===== src/hw/rtl/msi_pkg.sv =====
// Package with shared types, constants and helpers for the matrix sample integrator.
`timescale 1ns / 1ps
package msi_pkg;

  localparam int unsigned MaxDim    = 8;
  localparam int unsigned CountBits = 16;
  localparam int unsigned Depth     = MaxDim * MaxDim;
  localparam int unsigned IdxW      = $clog2(Depth);
  localparam int unsigned SumW      = 48;

  localparam logic [1:0] RegRule = 2'd0;
  localparam logic [1:0] RegStep = 2'd1;
  localparam logic [1:0] RegDim  = 2'd2;

  // Division by three as a multiplication: ceil(2^35 / 3), exact for dividends below 2^35.
  localparam logic [33:0] ThirdRecip = 34'h2_AAAA_AAAB;
  // Smallest dividend whose third lies beyond 2^31.
  localparam logic [58:0] ThirdSat   = 59'h1_8000_0003;

  // Work a job needs from the back end: the element, its position and sample role.
  typedef struct packed {
    logic signed [31:0] re;
    logic signed [31:0] im;
    logic [IdxW-1:0]    idx;
    logic               fin;
    logic               last;
    logic [CountBits-1:0] cnt;
  } job_t;

  function automatic logic signed [SumW-1:0] sat48(input logic signed [SumW+2:0] v);
    logic signed [SumW+2:0] mx;
    logic signed [SumW+2:0] mn;
    begin
      mx = (SumW+3)'({1'b0, {(SumW-1){1'b1}}});
      mn = -mx - (SumW+3)'(1);
      if (v > mx) sat48 = mx[SumW-1:0];
      else if (v < mn) sat48 = mn[SumW-1:0];
      else sat48 = v[SumW-1:0];
    end
  endfunction

endpackage


===== src/hw/rtl/msi_front.sv =====
// Front end: accepts elements, filters unused positions and tracks the sample count.
`timescale 1ns / 1ps
module msi_front (
  input  logic                   clk_i,
  input  logic                   rst_ni,
  input  logic [3:0]             dim_i,
  input  logic                   in_valid_i,
  output logic                   in_ready_o,
  input  logic signed [31:0]     re_i,
  input  logic signed [31:0]     im_i,
  input  logic [5:0]             idx_i,
  input  logic                   fin_i,
  output logic                   job_valid_o,
  input  logic                   job_ready_i,
  output msi_pkg::job_t          job_o
);
  import msi_pkg::*;

  logic [CountBits-1:0] cnt_q, cnt_d;
  logic [4:0] dim;
  logic [7:0] used;
  logic keep, last, take;

  always_comb begin
    if (dim_i == 4'd0) dim = 5'd1;
    else if ({1'b0, dim_i} > 5'(MaxDim)) dim = 5'(MaxDim);
    else dim = {1'b0, dim_i};
    used = 8'(dim) * 8'(dim);
    keep = ({2'b0, idx_i} < used) && (32'(idx_i) < Depth);
    last = ({2'b0, idx_i} == used - 8'd1);
  end

  assign in_ready_o  = job_ready_i || !keep;
  assign take        = in_valid_i && in_ready_o && keep;
  assign job_valid_o = in_valid_i && keep;

  always_comb begin
    cnt_d = cnt_q;
    if (take && last) begin
      if (fin_i) cnt_d = '0;
      else if (cnt_q != '1) cnt_d = cnt_q + 1'b1;
    end
    job_o.re   = re_i;
    job_o.im   = im_i;
    job_o.idx  = idx_i[IdxW-1:0];
    job_o.fin  = fin_i;
    job_o.last = last;
    job_o.cnt  = cnt_q;
  end

  always_ff @(posedge clk_i or negedge rst_ni) begin
    if (!rst_ni) begin
      cnt_q <= '0;
    end else begin
      cnt_q <= cnt_d;
    end
  end
endmodule


===== config.mk =====
export PLATFORM = sky130hd
export DESIGN_NAME = msi_front
export DESIGN_NICKNAME = d
export VERILOG_FILES = /design/src/hw/rtl/msi_pkg.sv /design/src/hw/rtl/msi_front.sv
export SDC_FILE = /design/constraint.sdc
export NUM_CORES = 1
export LEC_CHECK = 0
export BUFFER_PORTS_ARGS = -buffer_cell sky130_fd_sc_hd__buf_4
export CORE_MARGIN = 3
export CORE_UTILIZATION = 37
export CTS_BUF_LIST = sky130_fd_sc_hd__clkbuf_16
export CTS_CLUSTER_SIZE = 8
export DETAILED_ROUTE_END_ITERATION = 10
export PLACE_DENSITY = 0.75
export RECOVER_POWER = 25
export SLEW_MARGIN = 20
export SYNTH_ARGS = -nofsm -noshare
export SYNTH_HDL_FRONTEND = slang
export SYNTH_SLANG_ARGS = --single-unit

===== constraint.sdc =====
create_clock -name clk_i -period 4.6 [get_ports clk_i]
set_input_delay 0.46 -clock clk_i [delete_from_list [all_inputs] [get_ports clk_i]]
set_output_delay 0.46 -clock clk_i [all_outputs]
set_load 0.005 [all_outputs]

* Word level (Yosys, flattened, before mapping) *
Index checks and enable logic that the tools add are counted.

word-level totals
  register bits = 16
  output and inout bits = 90
  input port bits = 79
  logic and storage cells = 21

cells by class
  equal/unequal tests = 2
  reduce and logical (&&, ||, !) cells = 9
  multiply operators = 1
  order comparisons = 2
  multiplexer cells = 4
  $add $sub $neg = 2

operator list
  cell                   count
  $mux 16                2
  $add 16x1->16 const B  1
  $ne 16x16->1 const B   1
  $eq 6x8->1             1
  $lt 6x8->1             1
  $mul 5x5->8            1
  $sub 8x1->8 const B    1
  $mux 5                 1
  $gt 4x4->1 const B     1
  $logic_and 1x1->1      4
  $logic_not 4->1        1
  $mux 4                 1
  $reduce_and 2->1       1
  $reduce_bool 2->1      1
  $logic_not 1->1        1
  $logic_or 1x1->1       1

* Longest topological paths before layout *
  word-level depth = 11
  gate-level depth with buffers = 16
  mapped depth without buffers = 14

* Least setup slack after synthesis *
Ideal clock, no wire load.

  path kind = input to register
  from = in dim_i[3]
  to = reg cnt_q[13]
  cell stages on the path = 15
  path buffers = 3
  data arrival time = 4355 ps
  required time = 4505 ps
  library setup time = 95 ps
  setup slack = 149 ps
  cell sequence = buf_2 > nor2b_1 > and2_1 > ha_1 > xnor2_1 > fa_1 > fa_1 > xnor2_1 > o211ai_1 > or4_1 > and4_4 > buf_6 > or4_1 > buf_2 > o31ai_1

between the ends
  word-level cells in the longest chain between the ends = 11
  elaborated cells on any way between the ends = 14
  those cells by class = add/sub: 1; mul: 1; order compare: 2; eq/ne: 1; mux: 2; reduce/logical: 7

RTL lines
  item                                                                 RTL line         source
  start, declared                                                      msi_front.sv:6   input logic [3:0] dim_i,
  $gt 4x4->1                                                           msi_front.sv:26  else if ({1'b0, dim_i} > 5'(MaxDim)) dim = 5'(MaxDim);
  $mux 4                                                               msi_front.sv:26
  $mux 5 *                                                             msi_front.sv:25  if (dim_i == 4'd0) dim = 5'd1;
  $mul 5x5->8 *                                                        msi_front.sv:28  used = 8'(dim) * 8'(dim);
  parallel branches: the longest is 5 deep, another holds $sub 8x1->8  n/a
  $logic_and 1x1->1 *                                                  msi_front.sv:39  if (take && last) begin
  $reduce_and 2->1 (no line) *                                         n/a
  end signal, assigned                                                 msi_front.sv:55  cnt_q <= cnt_d;
  end, declared                                                        msi_front.sv:19  logic [CountBits-1:0] cnt_q, cnt_d;

Mark *: on every way between the ends.
A chain may end at the register's enable or synchronous reset.

* Worst setup path in the final report *
  from = in dim_i[3]
  to = reg cnt_q[2]

Same word-level chain as after synthesis.

==> flow_summary.ini <==
[outcome]
status = complete, no violations

[clocking]
cts.repair.resized = 0
cts_made_buffers = 3
clock-sinks = 16
cts_setup_buffers = 0
path_clk_slew_ns = 0.05
cts_tree = built
clk_latency_ns = 0.25
htreeDepth = 1
clockBufferDepth = 2
cts_hold_buf = 0
root_buffer = clkbuf_16

[synthesis]
syn_avg_cell_area_sq_um = 8.26
synth-edff-count = 0
synth_area_sq_mm = 0.00216
synthArstFlopShare_pct = 100
dominantRegCellSynth = dfrtp_1
yosys_warnings = 0
yosys_register_bits = 16
syn_inst = 261
synthDistinctLibCells = 49
synth_seq_area_share_pct = 18.6

[sta]
setup_ws_ns = 0.215
max_slew_margin_pct = 42.1
fin_crit_sh_pct = 95.3
skew_ns = 0.00275
setup_viol = 0
drv_slew = 0
rsz0062_at_grt = no
max_freq_mhz = 228
finalHoldViolCount = 0
tightest_slew_ns = 0.868
period_minus_slack_ns = 4.39

[finish]
final_cell_area_sq_mm = 0.00210
drive_gt1_share_pct = 24.2
largest_register = cnt_q
reg.largest.list = cnt_q: 16 flops
nets = 326
antennaDiodeCount = 0
area_growth_pct = -2.50
largest_reg_flops = 16

[worst_setup_path]
critPathLaunchType = input pin
crit_start = dim_i[3]
path_class = input pin to flop
reg2reg_slack_ns = 2.05
worstPathMaxFanout = 17
worstPathRequired_ns = 4.77
regToRegStartpoint = cnt_q[0]$_DFFE_PN0P_
cp-end-kind = flop
max_stage_delay_ns = 0.59
critPathArrivalTime_ns = 4.56
crit_slowest_cell = or4_1
path_cells = buf_4 > nor2b_2 > and2_1 > ha_1 > xnor2_2 > fa_1 > fa_1 > xnor2_1 > o211ai_1 > or4_1 > and4_4 > or4_1 > buf_4 > o21ai_1

[detailed_routing]
avgRoutedWirePerCell_microns = 15.3
vias = 1688
drc = 0
wirelength_microns = 4640
viasPerCell = 5.57
firstDrtPassIters = 4
first_iter_violations = 152
ant_nets = 0

[floorplanning]
rows = 27
chipWidth_microns = 82.3
ios = 169
core_area_sq_mm = 0.00557
die-area_sq_mm = 0.00678
start_util_pct = 38.7
dieHeight_microns = 82.3

[placed_design]
preCtsSetupSlack_ns = -0.0977
gp_congestion = 0.863
hpwl_microns = 3550
portBuffers = 40
place_area_sq_mm = 0.00202

[grt]
first_global_vias = 1550
antenna_found_initial = 0
grt_max_degree = 27
gr-total-overflow = 0
grt_pass1_wl_microns = 7180
gr-usage-all-layers_pct = 13.4

[worst_hold_path]
min_path_type = input pin to asynchronous set/reset pin

[power]
p_leak_uw = 0.000927
power_density_mw_per_mm2 = 222
combPwrFrac_pct = 33.0
power_frac_seq_pct = 31.2
p_clk_share_pct = 35.8
power.switching_uw = 141
vdd_drop_max_uv = 142
p_sw_share_pct = 30.3
cell_internal_pwr_uw = 325

[run]
cap_violations = 0
[layout by cell type, fill, tap and decap left out, types with 6 or more instances in the layout]
cell      instances
buf_4            46
dfrtp_1          16
ha_1             12
nand2_1           8
nand2b_1          7
nand3_1           6
nor2_1           15
o31ai_1          10
o41ai_1          13
[critical path: cells and delay by family]
family | cells | cell delay (ns)
AO/OA/AOI/OAI | 2 | 0.34
XOR/XNOR | 2 | 0.53
adder cells (fa/ha/maj) | 3 | 1.24
buffers and inverters | 2 | 0.31
AND/OR/NAND/NOR | 5 | 1.68
[power by group through the flow]
stage	Sequential (uW)	Clock [uW]	Combinational [uW]
2_1_floorplan	147	0	153
3_3_place_gp	148	0	146
3_5_place_dp	148	0	151
4_1_cts	146	169	152
5_1_grt	146	175	173
6_report	145	167	154
[kinds of logic (layout without fill, tap and decap cells)]
logic type                 after synthesis  count (layout)  share of synthesized area, %
DFF                                     16              16                          18.6
muxes                                    4               4                          1.97
AOI/OAI and AO/OA                       51              51                          17.7
adders and majority gates               14              14                          8.82
other                                    2               4                         0.348
and+or+nand+nor                         80              80                          21.5
xor gates and xnor gates                 7               7                          2.84
buffers and inverters                   87              55                          28.2
[per-layer routing]
metal  part of all wire [%]  routed length [microns]  global-route usage, %  vias to the layer above
met2                     50                     2330                   21.8                       65
met5                      0                        0                      0                        -
met3                    6.2                      287                   2.93                       16
met1                     42                     1950                   17.1                      798
li1                       -                        -                      -                      809
met4                    1.5                       68                   5.48                        0
[final cells by class]
class | count | area [sq um]
multi-input combinational | 160 | 1170
tap | 72 | 90.1
fill | 571 | 3470
inverter | 5 | 18.8
clock buffer | 3 | 75.1
timing repair buffer | 47 | 349
sequential | 16 | 400
[metrics by stage]
stage               power (uW)  cells  setup TNS [ns]  hold slack, ns  utilization [%]
floorplan                  300    263               0           0.164                -
global placement           293    300               0           0.330             36.2
detailed placement         299    300          -0.679           0.334             36.2
CTS                        466    303               0          0.0725             37.5
global route               493    303               0           0.399             37.7
finish                     466    303               0           0.303             37.7
[synth_stat cells (all sizes together) (5+ instances only)]
master  count  area [sq um]
a31oi       5          31.3
and3        5          31.3
buf        76           567
clkbuf      6          22.5
dfrtp      16           400
ha         12           150
inv         5          18.8
nand2       8          30.0
nand2b      7          43.8
nand3       6          30.0
nor2       15          56.3
nor2b       6          37.5
nor3        5          25.0
o21ai       9          45.0
o31ai      10          75.1
o41ai      13           114
xnor2       6          52.6
[path summary, 6_finish.rpt]
path	endpoint	depth (start not counted)
max	cnt_q[2]$_DFFE_PN0P_	14
min	cnt_q[3]$_DFFE_PN0P_	1
max reg2reg	cnt_q[3]$_DFFE_PN0P_	7
min reg2reg	cnt_q[7]$_DFFE_PN0P_	1
max in group asynchronous	cnt_q[14]$_DFFE_PN0P_	1
min in group clk_i	cnt_q[7]$_DFFE_PN0P_	1
No activity file was read; power rests on OpenSTA's default activity.
