[src/hw/rtl/msi_pkg.sv]
// Package with shared types, constants and helpers for the matrix sample integrator.
`timescale 1ns / 1ps
package msi_pkg;

  localparam int unsigned MaxDim    = 8;
  localparam int unsigned CountBits = 16;
  localparam int unsigned Depth     = MaxDim * MaxDim;
  localparam int unsigned IdxW      = $clog2(Depth);
  localparam int unsigned SumW      = 48;

  localparam logic [1:0] RegRule = 2'd0;
  localparam logic [1:0] RegStep = 2'd1;
  localparam logic [1:0] RegDim  = 2'd2;

  // Division by three as a multiplication: ceil(2^35 / 3), exact for dividends below 2^35.
  localparam logic [33:0] ThirdRecip = 34'h2_AAAA_AAAB;
  // Smallest dividend whose third lies beyond 2^31.
  localparam logic [58:0] ThirdSat   = 59'h1_8000_0003;

  // Work a job needs from the back end: the element, its position and sample role.
  typedef struct packed {
    logic signed [31:0] re;
    logic signed [31:0] im;
    logic [IdxW-1:0]    idx;
    logic               fin;
    logic               last;
    logic [CountBits-1:0] cnt;
  } job_t;

  function automatic logic signed [SumW-1:0] sat48(input logic signed [SumW+2:0] v);
    logic signed [SumW+2:0] mx;
    logic signed [SumW+2:0] mn;
    begin
      mx = (SumW+3)'({1'b0, {(SumW-1){1'b1}}});
      mn = -mx - (SumW+3)'(1);
      if (v > mx) sat48 = mx[SumW-1:0];
      else if (v < mn) sat48 = mn[SumW-1:0];
      else sat48 = v[SumW-1:0];
    end
  endfunction

endpackage

[src/hw/rtl/msi_queue.sv]
// Two-entry queue between the front end and the back end.
`timescale 1ns / 1ps
module msi_queue (
  input  logic          clk_i,
  input  logic          rst_ni,
  input  logic          wr_valid_i,
  output logic          wr_ready_o,
  input  msi_pkg::job_t wr_data_i,
  output logic          rd_valid_o,
  input  logic          rd_ready_i,
  output msi_pkg::job_t rd_data_o
);
  import msi_pkg::*;

  job_t       mem_q [2];
  logic       wp_q, rp_q;
  logic [1:0] fill_q;
  logic       wr, rd;

  assign wr_ready_o = fill_q != 2'd2;
  assign rd_valid_o = fill_q != 2'd0;
  assign rd_data_o  = mem_q[rp_q];
  assign wr = wr_valid_i && wr_ready_o;
  assign rd = rd_valid_o && rd_ready_i;

  always_ff @(posedge clk_i) begin
    if (wr) mem_q[wp_q] <= wr_data_i;
  end

  always_ff @(posedge clk_i or negedge rst_ni) begin
    if (!rst_ni) begin
      wp_q <= 1'b0;
      rp_q <= 1'b0;
      fill_q <= '0;
    end else begin
      if (wr) wp_q <= !wp_q;
      if (rd) rp_q <= !rp_q;
      fill_q <= fill_q + 2'(wr) - 2'(rd);
    end
  end
endmodule

[config.mk]
export PLATFORM = sky130hd
export DESIGN_NAME = msi_queue
export DESIGN_NICKNAME = d
export VERILOG_FILES = /design/src/hw/rtl/msi_pkg.sv /design/src/hw/rtl/msi_queue.sv
export SDC_FILE = /design/constraint.sdc
export NUM_CORES = 1
export LEC_CHECK = 0
export ABC_AREA = 0
export BUFFER_PORTS_ARGS = -buffer_cell sky130_fd_sc_hd__buf_4
export CAP_MARGIN = 40
export CORE_MARGIN = 2
export CORE_UTILIZATION = 49
export CTS_BUF_LIST = sky130_fd_sc_hd__clkbuf_8
export DETAILED_ROUTE_END_ITERATION = 10
export PLACE_DENSITY_LB_ADDON = 0.2
export SYNTH_ARGS = -nofsm -noshare
export SYNTH_HDL_FRONTEND = slang
export SYNTH_SLANG_ARGS = --single-unit
[constraint.sdc]
create_clock -name clk_i -period 4.35 [get_ports clk_i]
set_input_delay 0.435 -clock clk_i [delete_from_list [all_inputs] [get_ports clk_i]]
set_output_delay 0.435 -clock clk_i [all_outputs]
set_load 0.05 [all_outputs]
# Yosys cells after proc, flatten, opt, wreduce, memory -nomap -nowiden
# Memory sizes are Yosys's and may differ from the RTL's.
# Index checks and enable logic that the tools add are counted.
[totals]
ff_bits = 4
latch_bits = 0
ram_bits = 176
mem_bits_ro = 0
output_inout_bits = 90
wordCells = 14
n_memories = 1
[memory_table]
columns = ["name", "depth", "width", "rd", "rd_clocked_by_memory_dff", "wr", "line_no", "source"]
rows = [
  ["mem_q", 2, 88, 1, 0, 1, "msi_queue.sv:15", "job_t mem_q [2];"],
]
[op_classes]
addsub = 2
multipliers = 0
n_div = 0
order_cmp = 0
eq_ne = 1
shift = 0
mux = 2
bitwise_logic = 0
reduce_logical = 5
[ops]
columns = ["cell", "n"]
rows = [
  ["adder 2 x 1 -> 2 bit", 1],
  ["logical AND 1 bit", 2],
  ["zero test 1 bit", 2],
  ["2-to-1 mux 1 bit", 2],
  ["!= test 2 bit (second input constant)", 1],
  ["nonzero test 2 bit", 1],
  ["subtractor 2 x 1 -> 2 bit", 1],
]

# Longest topological paths before layout
# Gate-level depths: netlist of the first run.
[logic_depth]
word_depth = 4
depth_mapped = 5

# Worst setup path after synthesis of the first run
# No wires, ideal clock.
[synth_path]
kind = "register -> register"
startpoint = "register fill_q[0]"
endpoint = "memory mem_q[0][0] in the netlist's numbering, enable pin"
setup_time_ps = 536
arrival_time_ps = 4716
required_ps = 3814
path_slack_ps = -902
path_stages_with_launch = 4
cell_sequence = "dfrtp_1 -> nand2b_1 -> nand2_1 -> nor2_1"
[synth_via]
elab_chain_cells = 4
[synth_rtl]
columns = ["element", "line_no", "source"]
rows = [
  ["start: declaration", "msi_queue.sv:17", "logic [1:0] fill_q;"],
  ["start signal: assignment", "msi_queue.sv:38", "fill_q <= fill_q + 2'(wr) - 2'(rd);"],
  ["!= test 2 bit", "msi_queue.sv:20", "assign wr_ready_o = fill_q != 2'd2;"],
  ["net wr_ready_o", "msi_queue.sv:7", "output logic wr_ready_o,"],
  ["logical AND 1 bit", "msi_queue.sv:23", "assign wr = wr_valid_i && wr_ready_o;"],
  ["2-to-1 mux 1 bit", "msi_queue.sv:27", "if (wr) mem_q[wp_q] <= wr_data_i;"],
  ["2-to-1 mux 1 bit (implied by the code)", "msi_queue.sv:27", ""],
  ["end: declaration", "msi_queue.sv:15", ""],
]
# The timed path passes the listed nets, and every way through them passes these cells.

==> results.txt, run 1 <==
Outcome -> finished clean
Fin crit period -> 2650 ps
Worst-Skew Late Latency -> 440 ps
Global Route Usage Sum -> 16.7%
Routed vias/inst -> 4.90
Area leader, netlist -> edfxtp_1
Layout cell share with drive strength beyond 1 -> 60.7%
Final hold vios -> 0
FF+latch count, synth -> 180
Initial Util -> 50.1%
Nets -> 586
Synth cell count leaders -> edfxtp_1, mux2_2, mux2_4
Worst-path maximum fanout -> 33
Relative slew margins -> 64.1%
DRT Pass-1 Iters -> 4
GR Overflow Total -> 0
Post-cts sizing count -> 0
Synth warn -> 0
Final hold slack -> 174 ps
IO Pins -> 182
Placed inst area -> 8200 µm²
Synth unique cells -> 19
Post-Syn Instances -> 296
Maxcap violations -> 0
Detail Route Antenna Nets -> 0
Area Overhead vs Synth -> 29.3%
Post-layout instance area -> 8540 µm²
Die height -> 120 µm
Final setup skew -> 11.4 ps
Power Dens Cells -> 760 nW/µm²
Post-synth top area share -> 80.0%
Worst slew pin tran -> 539 ps
Filler cell count -> 941
Die X-Extent -> 120 µm
Post-synthesis sequential area ratio -> 81.5%
Initial antenna violation count -> 0
Syn avg cell area -> 22.3 µm²
CTS tree -> done
CTS root buffer -> clkbuf_8
ANT cells -> 0
I/O Buffers -> 181
Worst path top cell family by delay -> buffers and inverters
Number of global-route vias before repair -> 3604
Syn nets -> 389
Total routed wirelength -> 11600 µm
CP Launch Type -> flip-flop
Core area -> 13200 µm²
Row count -> 42
Cells along the critical path -> buf_4 > mux2_2 > buf_4
F_max -> 377 MHz
Data required, critical path -> 3910 ps
Setup TNS -> 0 ps
Slowest-stage cell, CP -> dfrtp_4
Via Count -> 3343
Synth top area cells -> edfxtp_1, mux2_2, mux2_4, dfrtp_1, buf_2
Ys flop type -> edfxtp_1
Fin crit share -> 60.9%
Setup CP Type -> flip-flop to output port
Max clock buf depth -> 2
Worst hold path class -> input pin to flip-flop
P_leak -> 3.22 nW
Die ar. -> 14400 µm²
Design Power -> 6.49 mW
Worst vdd ir -> 0.466 mV
Drt drc -> 0
DPL Wire Length -> 7860 µm
Crit path from -> rp_q
Reg2Reg Launch Point -> fill_q[0]
Count leader, synth -> edfxtp_1
Mapped cell area -> 6600 µm²
Crit path DAT -> 2220 ps
First-pass GRT wire length -> 17800 µm
Crit. End Element -> output port
Most used cell, CP -> buf_4
Hold Startpoint -> wr_data_i[63]
Gpl congestion -> 0.695
Sink Count -> 180
Setup violators final -> 0
Mean routed wirelength per cell -> 17.0 µm
Ys async rst share -> 2.22%
Maximum number of pins on one net before global-route repair -> 46
Inserted Clock Buffers -> 17
H-tree levels -> 4
RSZ-0062 raised after global routing -> false
Starting DRT DRC Count -> 177
Buf+Inv Stages, Crit Path -> 2
Max-slew violation count -> 0
CTS clock-pin slew for the worst setup and hold paths -> 90 ps
Post-synth EDFFs -> 176
Max incr delay on CP -> 630 ps
==> layer usage <==
layer | part of all wire [%] | up-vias | track usage (%)
li1 | - | 1566 | -
met1 | 39 | 1642 | 19.0
met2 | 53 | 116 | 28.7
met3 | 6.3 | 19 | 4.90
met4 | 2.0 | 0 | 8.01
met5 | 0 | - | 0
==> final timing paths <==
kind / to / slack (ps) / cells after the start
worst max register to register: mem_q[1][25] / 2290 / 4
min in group asynchronous: fill_q[0] / 320 / 2
worst min register to register: wp_q / 560 / 1
worst max-delay path: rd_data_o[22] / 1700 / 3
worst min-delay path: mem_q[0][63] / 170 / 1
max in group asynchronous: rp_q / 3910 / 2
==> flip-flops by register name (all words and copies together), names as in the netlist <==
name	cells
rp_q	1
wp_q	1
fill_q	2
mem_q	176
==> kinds of logic (layout without fill, tap and decap cells) <==
group                      count (synthesis)  count (layout)  share of synthesized area (%)
xor gates and xnor gates                   3               3                          0.398
buffers and inverters                     10             220                           1.04
muxes                                     88              88                           15.6
DFF                                      180             180                           81.5
AOI/OAI and AO/OA                          3               3                          0.360
and+or+nand+nor                           11              11                          0.891
adders and majority gates                  1               1                          0.189
==> what timing repair did <==
item                       CTS  global route
hold buffers                 1             0
setup endpoints to repair    0             0
hold endpoints to repair     4             0
buffers inserted             0             0
==> report_power, final <==
| part | internal [mW] | switching [mW] |
|---|---|---|
| Combinational | 1.01 | 2.01 |
| Clock | 0.436 | 0.536 |
| Sequential | 2.37 | 0.130 |
==> cells in the final DEF (no fill, tap or decap), types with 2 or more instances in the layout <==
master,instances
buf_4,186
clkbuf_8,17
clkinv_1,2
clkinv_2,7
clkinv_4,2
dfrtp_1,3
edfxtp_1,176
inv_1,3
mux2_2,78
mux2_4,10
nand2_1,2
nor2_1,2
xnor2_1,3
==> stage by stage <==
| step | utilization, % | worst slack (ps) | instances |
|---|---|---|---|
| detailed placement | 62.1 | 2160 | 649 |
| global placement | 61.9 | 2160 | 648 |
| floorplan | - | 563 | 296 |
| global route | 64.8 | 1580 | 682 |
| CTS | 64.8 | 1650 | 682 |
| finish | 64.8 | 1700 | 682 |
==> final cells by class <==
type,count,area (µm²),area share (%)
multi-input combinational,106,1160,13.6
clock buffer,17,234,2.74
tap,176,220,2.58
timing repair buffer,188,1430,16.8
clock inverter,15,101,1.19
sequential,180,5390,63.1
(Power assumes the default switching activity.)
==> run 2: changes to the inputs <==
- CORE_UTILIZATION: 49 -> 54
- clock period: 4.35 -> 2.5 ns (I/O delays scaled with it)
==> results.txt, run 2 (synthesized netlist as in run 1, its figures left out) <==
Hold_buf cts -> 89 (+88)
DRT Pass-1 Iters -> 4 (unchanged)
Final std cells w/o fill -> 741 (+8.7%)
ANT cells -> 0 (unchanged)
Maximum number of pins on one net before global-route repair -> 48 (+4.3%)
Buf+Inv Stages, Crit Path -> 2 (unchanged)
Mean routed wirelength per cell -> 17.2 µm (+1.3%)
Starting DRT DRC Count -> 242 (+37%)
Worst path top cell family by delay -> flip-flops
Nets -> 674 (+15%)
Maxcap violations -> 0 (unchanged)
Final setup skew -> 6.34 ps (-5.03 ps)
Setup violators final -> 0 (unchanged)
Total routed wirelength -> 12700 µm (+10%)
Most frequent cells in the layout -> buf_4, edfxtp_1, dlygate4sd3_1
RSZ-0062 raised after global routing -> false
Post-layout util -> 79.1% (+14 points)
Worst slew pin tran -> 638 ps (+99.2 ps)
Cells along the critical path -> buf_12 > mux2_2 > buf_4
Reg2Reg Launch Point -> fill_q[0]
R2R depth -> 3 (-1)
Final hold vios -> 0 (unchanged)
Number of global-route vias before repair -> 3922 (+8.8%)
Outcome -> finished clean
Layout cell share with drive strength beyond 1 -> 52.2% (-8.5 points)
Die X-Extent -> 115 µm (-4.6%)
Core area -> 12000 µm² (-9.3%)
Final hold slack -> 88.3 ps (-85.4 ps)
Global Route Usage Sum -> 20.1% (+3.4 points)
Initial antenna violation count -> 0 (unchanged)
Worst-Skew Late Latency -> 450 ps (about the same)
Post-cts sizing count -> 0 (unchanged)
Setup TNS -> 0 ps (unchanged)
P_leak -> 3.61 nW (+12%)
Via Count -> 3718 (+11%)
Inserted Clock Buffers -> 17 (unchanged)
Worst vdd ir -> 0.950 mV (+100%)
Most common cell after layout, fill and taps aside -> buf_4
CTS root buffer -> clkbuf_8
Initial Util -> 55.2% (+5.1 points)
Largest registers -> mem_q x176, fill_q x2
Row count -> 40 (-4.8%)
GR Overflow Total -> 0 (unchanged)
Crit path DAT -> 2020 ps (-200 ps)
Crit path from -> rp_q
F_max -> 440 MHz
Detail Route Antenna Nets -> 0 (unchanged)
CTS clock-pin slew for the worst setup and hold paths -> 80 ps (about the same)
Worst hold path class -> input pin to flip-flop
Slowest-stage cell, CP -> dfrtp_4
First-pass GRT wire length -> 19400 µm (+8.8%)
Die ar. -> 13100 µm² (-9.0%)
IO Pins -> 182 (unchanged)
Power Dens Cells -> 1240 nW/µm² (+63%)
Fin crit share -> 91.0%
Crit. End Element -> output port
Max reg flops -> 176 (unchanged)
Relative slew margins -> 57.4% (-6.6 points)
Max-slew violation count -> 0 (unchanged)
I/O Buffers -> 181 (unchanged)
DPL Wire Length -> 7900 µm (+0.56%)
CTS tree -> done
Worst-path maximum fanout -> 33 (unchanged)
CP Launch Type -> flip-flop
Reg with most FFs -> mem_q
Fin crit period -> 2270 ps
Drt drc -> 0 (unchanged)
Max incr delay on CP -> 710 ps (+80 ps)
Die height -> 115 µm (-4.6%)
Hold depth -> 3 (+2)
Data required, critical path -> 2250 ps (-1660 ps)
H-tree levels -> 4 (unchanged)
Gpl congestion -> 0.717 (+3.1%)
Max clock buf depth -> 2 (unchanged)
Routed vias/inst -> 5.02 (+2.4%)
Setup CP Type -> flip-flop to output port
Placed instance count -> 620 (-4.5%)
Hold Startpoint -> rd_ready_i
Area Overhead vs Synth -> 43.2%
Filler cell count -> 632 (-33%)
Sink Count -> 180 (unchanged)
Cell count along the critical path -> 3 (unchanged)
Post-CTS Setup Repair Bufs -> 0 (unchanged)
-- run 2: final timing paths --
check | to | slack, ps
hold / removal | rp_q | 90
hold reg to reg | wp_q | 560
min in group asynchronous | rp_q | 130
setup / recovery | rd_data_o[55] | 230
setup reg to reg | mem_q[1][81] | 750
max in group asynchronous | rp_q | 2260
-- run 2: per-stage QoR --
step                      setup WS [ps]  instance area, µm²  total power [mW]
after global routing                140                9460              12.1
after global placement              692                8190              9.70
after detailed placement            682                8190              9.77
after floorplan                    14.8                6620              8.26
final                               226                9460              11.7
after CTS                           181                9460              11.8
-- run 2: worst register-to-register path: cells and delay by family (launching register included) --
kind | cells | cell delay, ps
buffers and inverters | 1 | 320
and+or+nand+nor | 2 | 640
DFF | 1 | 440
-- run 2: cell type report --
class                   instances  area [µm²]  share of cell area, %
flip-flops and latches        180        5390                   57.0
well taps                     147         184                   1.94
clock inverters                15         145                   1.53
clock buffers                  17         234                   2.47
repair buffers                276        2330                   24.7
multi-input cells             106        1170                   12.4
-- run 2: layer usage --
metal	wire length (µm)	global-route usage, %
met5	0	0
met2	6600	33.9
met4	275	8.78
met1	5110	24.0
met3	764	6.14
-- run 2: where the power goes --
| group | internal [mW] | leakage, nW | switching (mW) |
|---|---|---|---|
| clock | 0.958 | 0.202 | 0.934 |
| sequential | 4.12 | 1.68 | 0.274 |
| combinational | 1.89 | 1.73 | 3.50 |
| total | 6.97 | 3.61 | 4.71 |
==> run 3: changes to the inputs <==
--- a/config.mk
+++ b/config.mk
@@ -12,3 +12,3 @@
 export CORE_UTILIZATION = 54
-export CTS_BUF_LIST = sky130_fd_sc_hd__clkbuf_8
+export CTS_BUF_LIST = sky130_fd_sc_hd__clkbuf_4
 export DETAILED_ROUTE_END_ITERATION = 10
--- a/constraint.sdc
+++ b/constraint.sdc
@@ -3,2 +3,2 @@
 set_output_delay 0.25 -clock clk_i [all_outputs]
-set_load 0.05 [all_outputs]
+set_load 0.01 [all_outputs]
==> results.txt, run 3 (synthesized netlist as in run 1, its figures left out) <==
Final hold slack -> 104 ps (+15.4 ps)
Hold_buf cts -> 91 (+2.2%)
First-pass GRT wire length -> 20000 µm (+3.1%)
IO Pins -> 182 (unchanged)
Worst slew pin tran -> 600 ps (-37.9 ps)
Final std cells w/o fill -> 744 (+0.40%)
Register area -> 5390 µm² (unchanged)
Slowest-stage cell, CP -> buf_4
Fin crit period -> 2320 ps (+48.5 ps)
Crit path from -> rp_q
Worst vdd ir -> 0.762 mV (-20%)
Max incr delay on CP -> 490 ps (-220 ps)
CTS clock-pin slew for the worst setup and hold paths -> 120 ps (+40 ps)
Worst Setup EP -> rd_data_o[46]
Outcome -> finished clean
Cell count along the critical path -> 3 (unchanged)
Sink Count -> 180 (unchanged)
Row count -> 40 (unchanged)
Maxcap violations -> 0 (unchanged)
I/O Buffers -> 181 (unchanged)
H-tree levels -> 4 (unchanged)
Setup TNS -> 0 ps (unchanged)
Crit path DAT -> 2070 ps (+50 ps)
Placed instance count -> 620 (unchanged)
Die ar. -> 13100 µm² (unchanged)
CP Launch Type -> flip-flop
Initial Util -> 55.2% (unchanged)
Via Count -> 3705 (-0.35%)
Initial antenna violation count -> 0 (unchanged)
RR Endpoint -> mem_q[0][45]
Post-cts sizing count -> 0 (unchanged)
Total routed wirelength -> 13300 µm (+4.1%)
Post-layout util -> 78.8% (-0.27 points)
Worst-Skew Late Latency -> 550 ps (+100 ps)
Drt drc -> 0 (unchanged)
DRT Pass-1 Iters -> 4 (unchanged)
Gpl congestion -> 0.736 (+2.6%)
F_max -> 431 MHz (-2.1%)
Max-slew violation count -> 0 (unchanged)
Global Route Usage Sum -> 20.7% (+0.56 points)
Worst-path maximum fanout -> 45 (+36%)
Max reg flops -> 176 (unchanged)
P_leak -> 3.57 nW (-0.99%)
Post-CTS Setup Repair Bufs -> 0 (unchanged)
Nets -> 676 (+0.30%)
Setup violators final -> 0 (unchanged)
Most common cell after layout, fill and taps aside -> buf_4
Inserted Clock Buffers -> 17 (unchanged)
Setup CP Type -> flip-flop to output port
Relative slew margins -> 60.0% (+2.5 points)
Max clock buf depth -> 2 (unchanged)
R2R depth -> 4 (+1)
RSZ-0062 raised after global routing -> false
Largest registers -> mem_q x176, fill_q x2
Die height -> 115 µm (unchanged)
Data required, critical path -> 2250 ps (about the same)
Detail Route Antenna Nets -> 0 (unchanged)
Final hold vios -> 0 (unchanged)
Crit. End Element -> output port
Fin crit share -> 92.9% (+1.9 points)
Cells along the critical path -> buf_4 > mux2_2 > buf_4
Filler cell count -> 637 (+0.79%)
CTS root buffer -> clkbuf_4
Buf+Inv Stages, Crit Path -> 2 (unchanged)
Reg with most FFs -> mem_q
Reg2reg setup slack -> 700 ps (-50 ps)
Number of global-route vias before repair -> 4008 (+2.2%)
Maximum number of pins on one net before global-route repair -> 47 (-2.1%)
Mean routed wirelength per cell -> 17.8 µm (+3.7%)
Core area -> 12000 µm² (unchanged)
Final setup skew -> 16.0 ps (+9.69 ps)
Reg2Reg Launch Point -> fill_q[0]
GR Overflow Total -> 0 (unchanged)
Multi-input logic area -> 1160 µm² (-0.85%)
DPL Wire Length -> 7690 µm (-2.6%)
Starting DRT DRC Count -> 233 (-3.7%)
Layout cell share with drive strength beyond 1 -> 52.2% (about the same)
Most frequent cells in the layout -> buf_4, edfxtp_1, dlygate4sd3_1
Die X-Extent -> 115 µm (unchanged)
CTS tree -> done
Routed vias/inst -> 4.98 (-0.75%)
Power Dens Cells -> 1010 nW/µm² (-18%)
Area Overhead vs Synth -> 42.7%
Worst hold path class -> input pin to flip-flop
Most used cell, CP -> buf_4
Worst path top cell family by delay -> buffers and inverters
[run 3: changes by cell type in the layout (fill, tap and decap cells not counted), sizes merged]
cell / change
diode: +1
clkinv: -6
dlygate4sd3: +2
clkinvlp: +4
bufinv: +1
clkbuf: +1
[run 3: power by group]
part	switching, mW	internal, mW	leakage [nW]
Clock	0.933	0.797	0.161
Combinational	1.62	1.84	1.73
Sequential	0.184	4.12	1.68
[run 3: metal layers]
layer | up-vias | GRT usage [%] | part of all wire (%)
met2 | 133 | 35.6 | 53
met3 | 26 | 6.62 | 6.6
met5 | - | 0 | 0
met1 | 1797 | 23.6 | 38
li1 | 1749 | - | -
met4 | 0 | 9.35 | 2.3
[run 3: final cells by class]
| type | count | share of cell area, % |
|---|---|---|
| sequential | 180 | 57.2 |
| tap | 147 | 1.95 |
| clock inverter | 14 | 1.98 |
| multi-input combinational | 106 | 12.3 |
| antenna | 1 | 0.0266 |
| timing repair buffer | 278 | 25.1 |
| clock buffer | 18 | 1.43 |
[run 3: how the worst min path moves through the flow]
| stage | from | endpoint | slack, ps | cells past startpoint |
|---|---|---|---|---|
| detailed placement | rst_ni | fill_q[0] | 50 | 1 |
| global placement | rst_ni | fill_q[0] | 50 | 1 |
| floorplan | rst_ni | fill_q[0] | -50 | 0 |
| CTS | wr_valid_i | wp_q | 40 | 3 |
| global route | wr_valid_i | wp_q | 60 | 3 |
| finish | wr_valid_i | wp_q | 100 | 3 |
[run 3: stage by stage]
stage / worst slack (ps) / power, mW / area [µm²]
after floorplan: 54.9 / 6.21 / 6610
after global placement: 753 / 7.66 / 8190
after detailed placement: 740 / 7.73 / 8190
after CTS: 97.0 / 9.55 / 9420
after global routing: 34.1 / 9.93 / 9420
final: 177 / 9.50 / 9420
[run 3: worst register-to-register path, stage by stage (launching register included)]
cell and delay, ps:
dfrtp_1 470, nand2b_1 190, nand2_1 130, nor2_4 130, buf_4 490
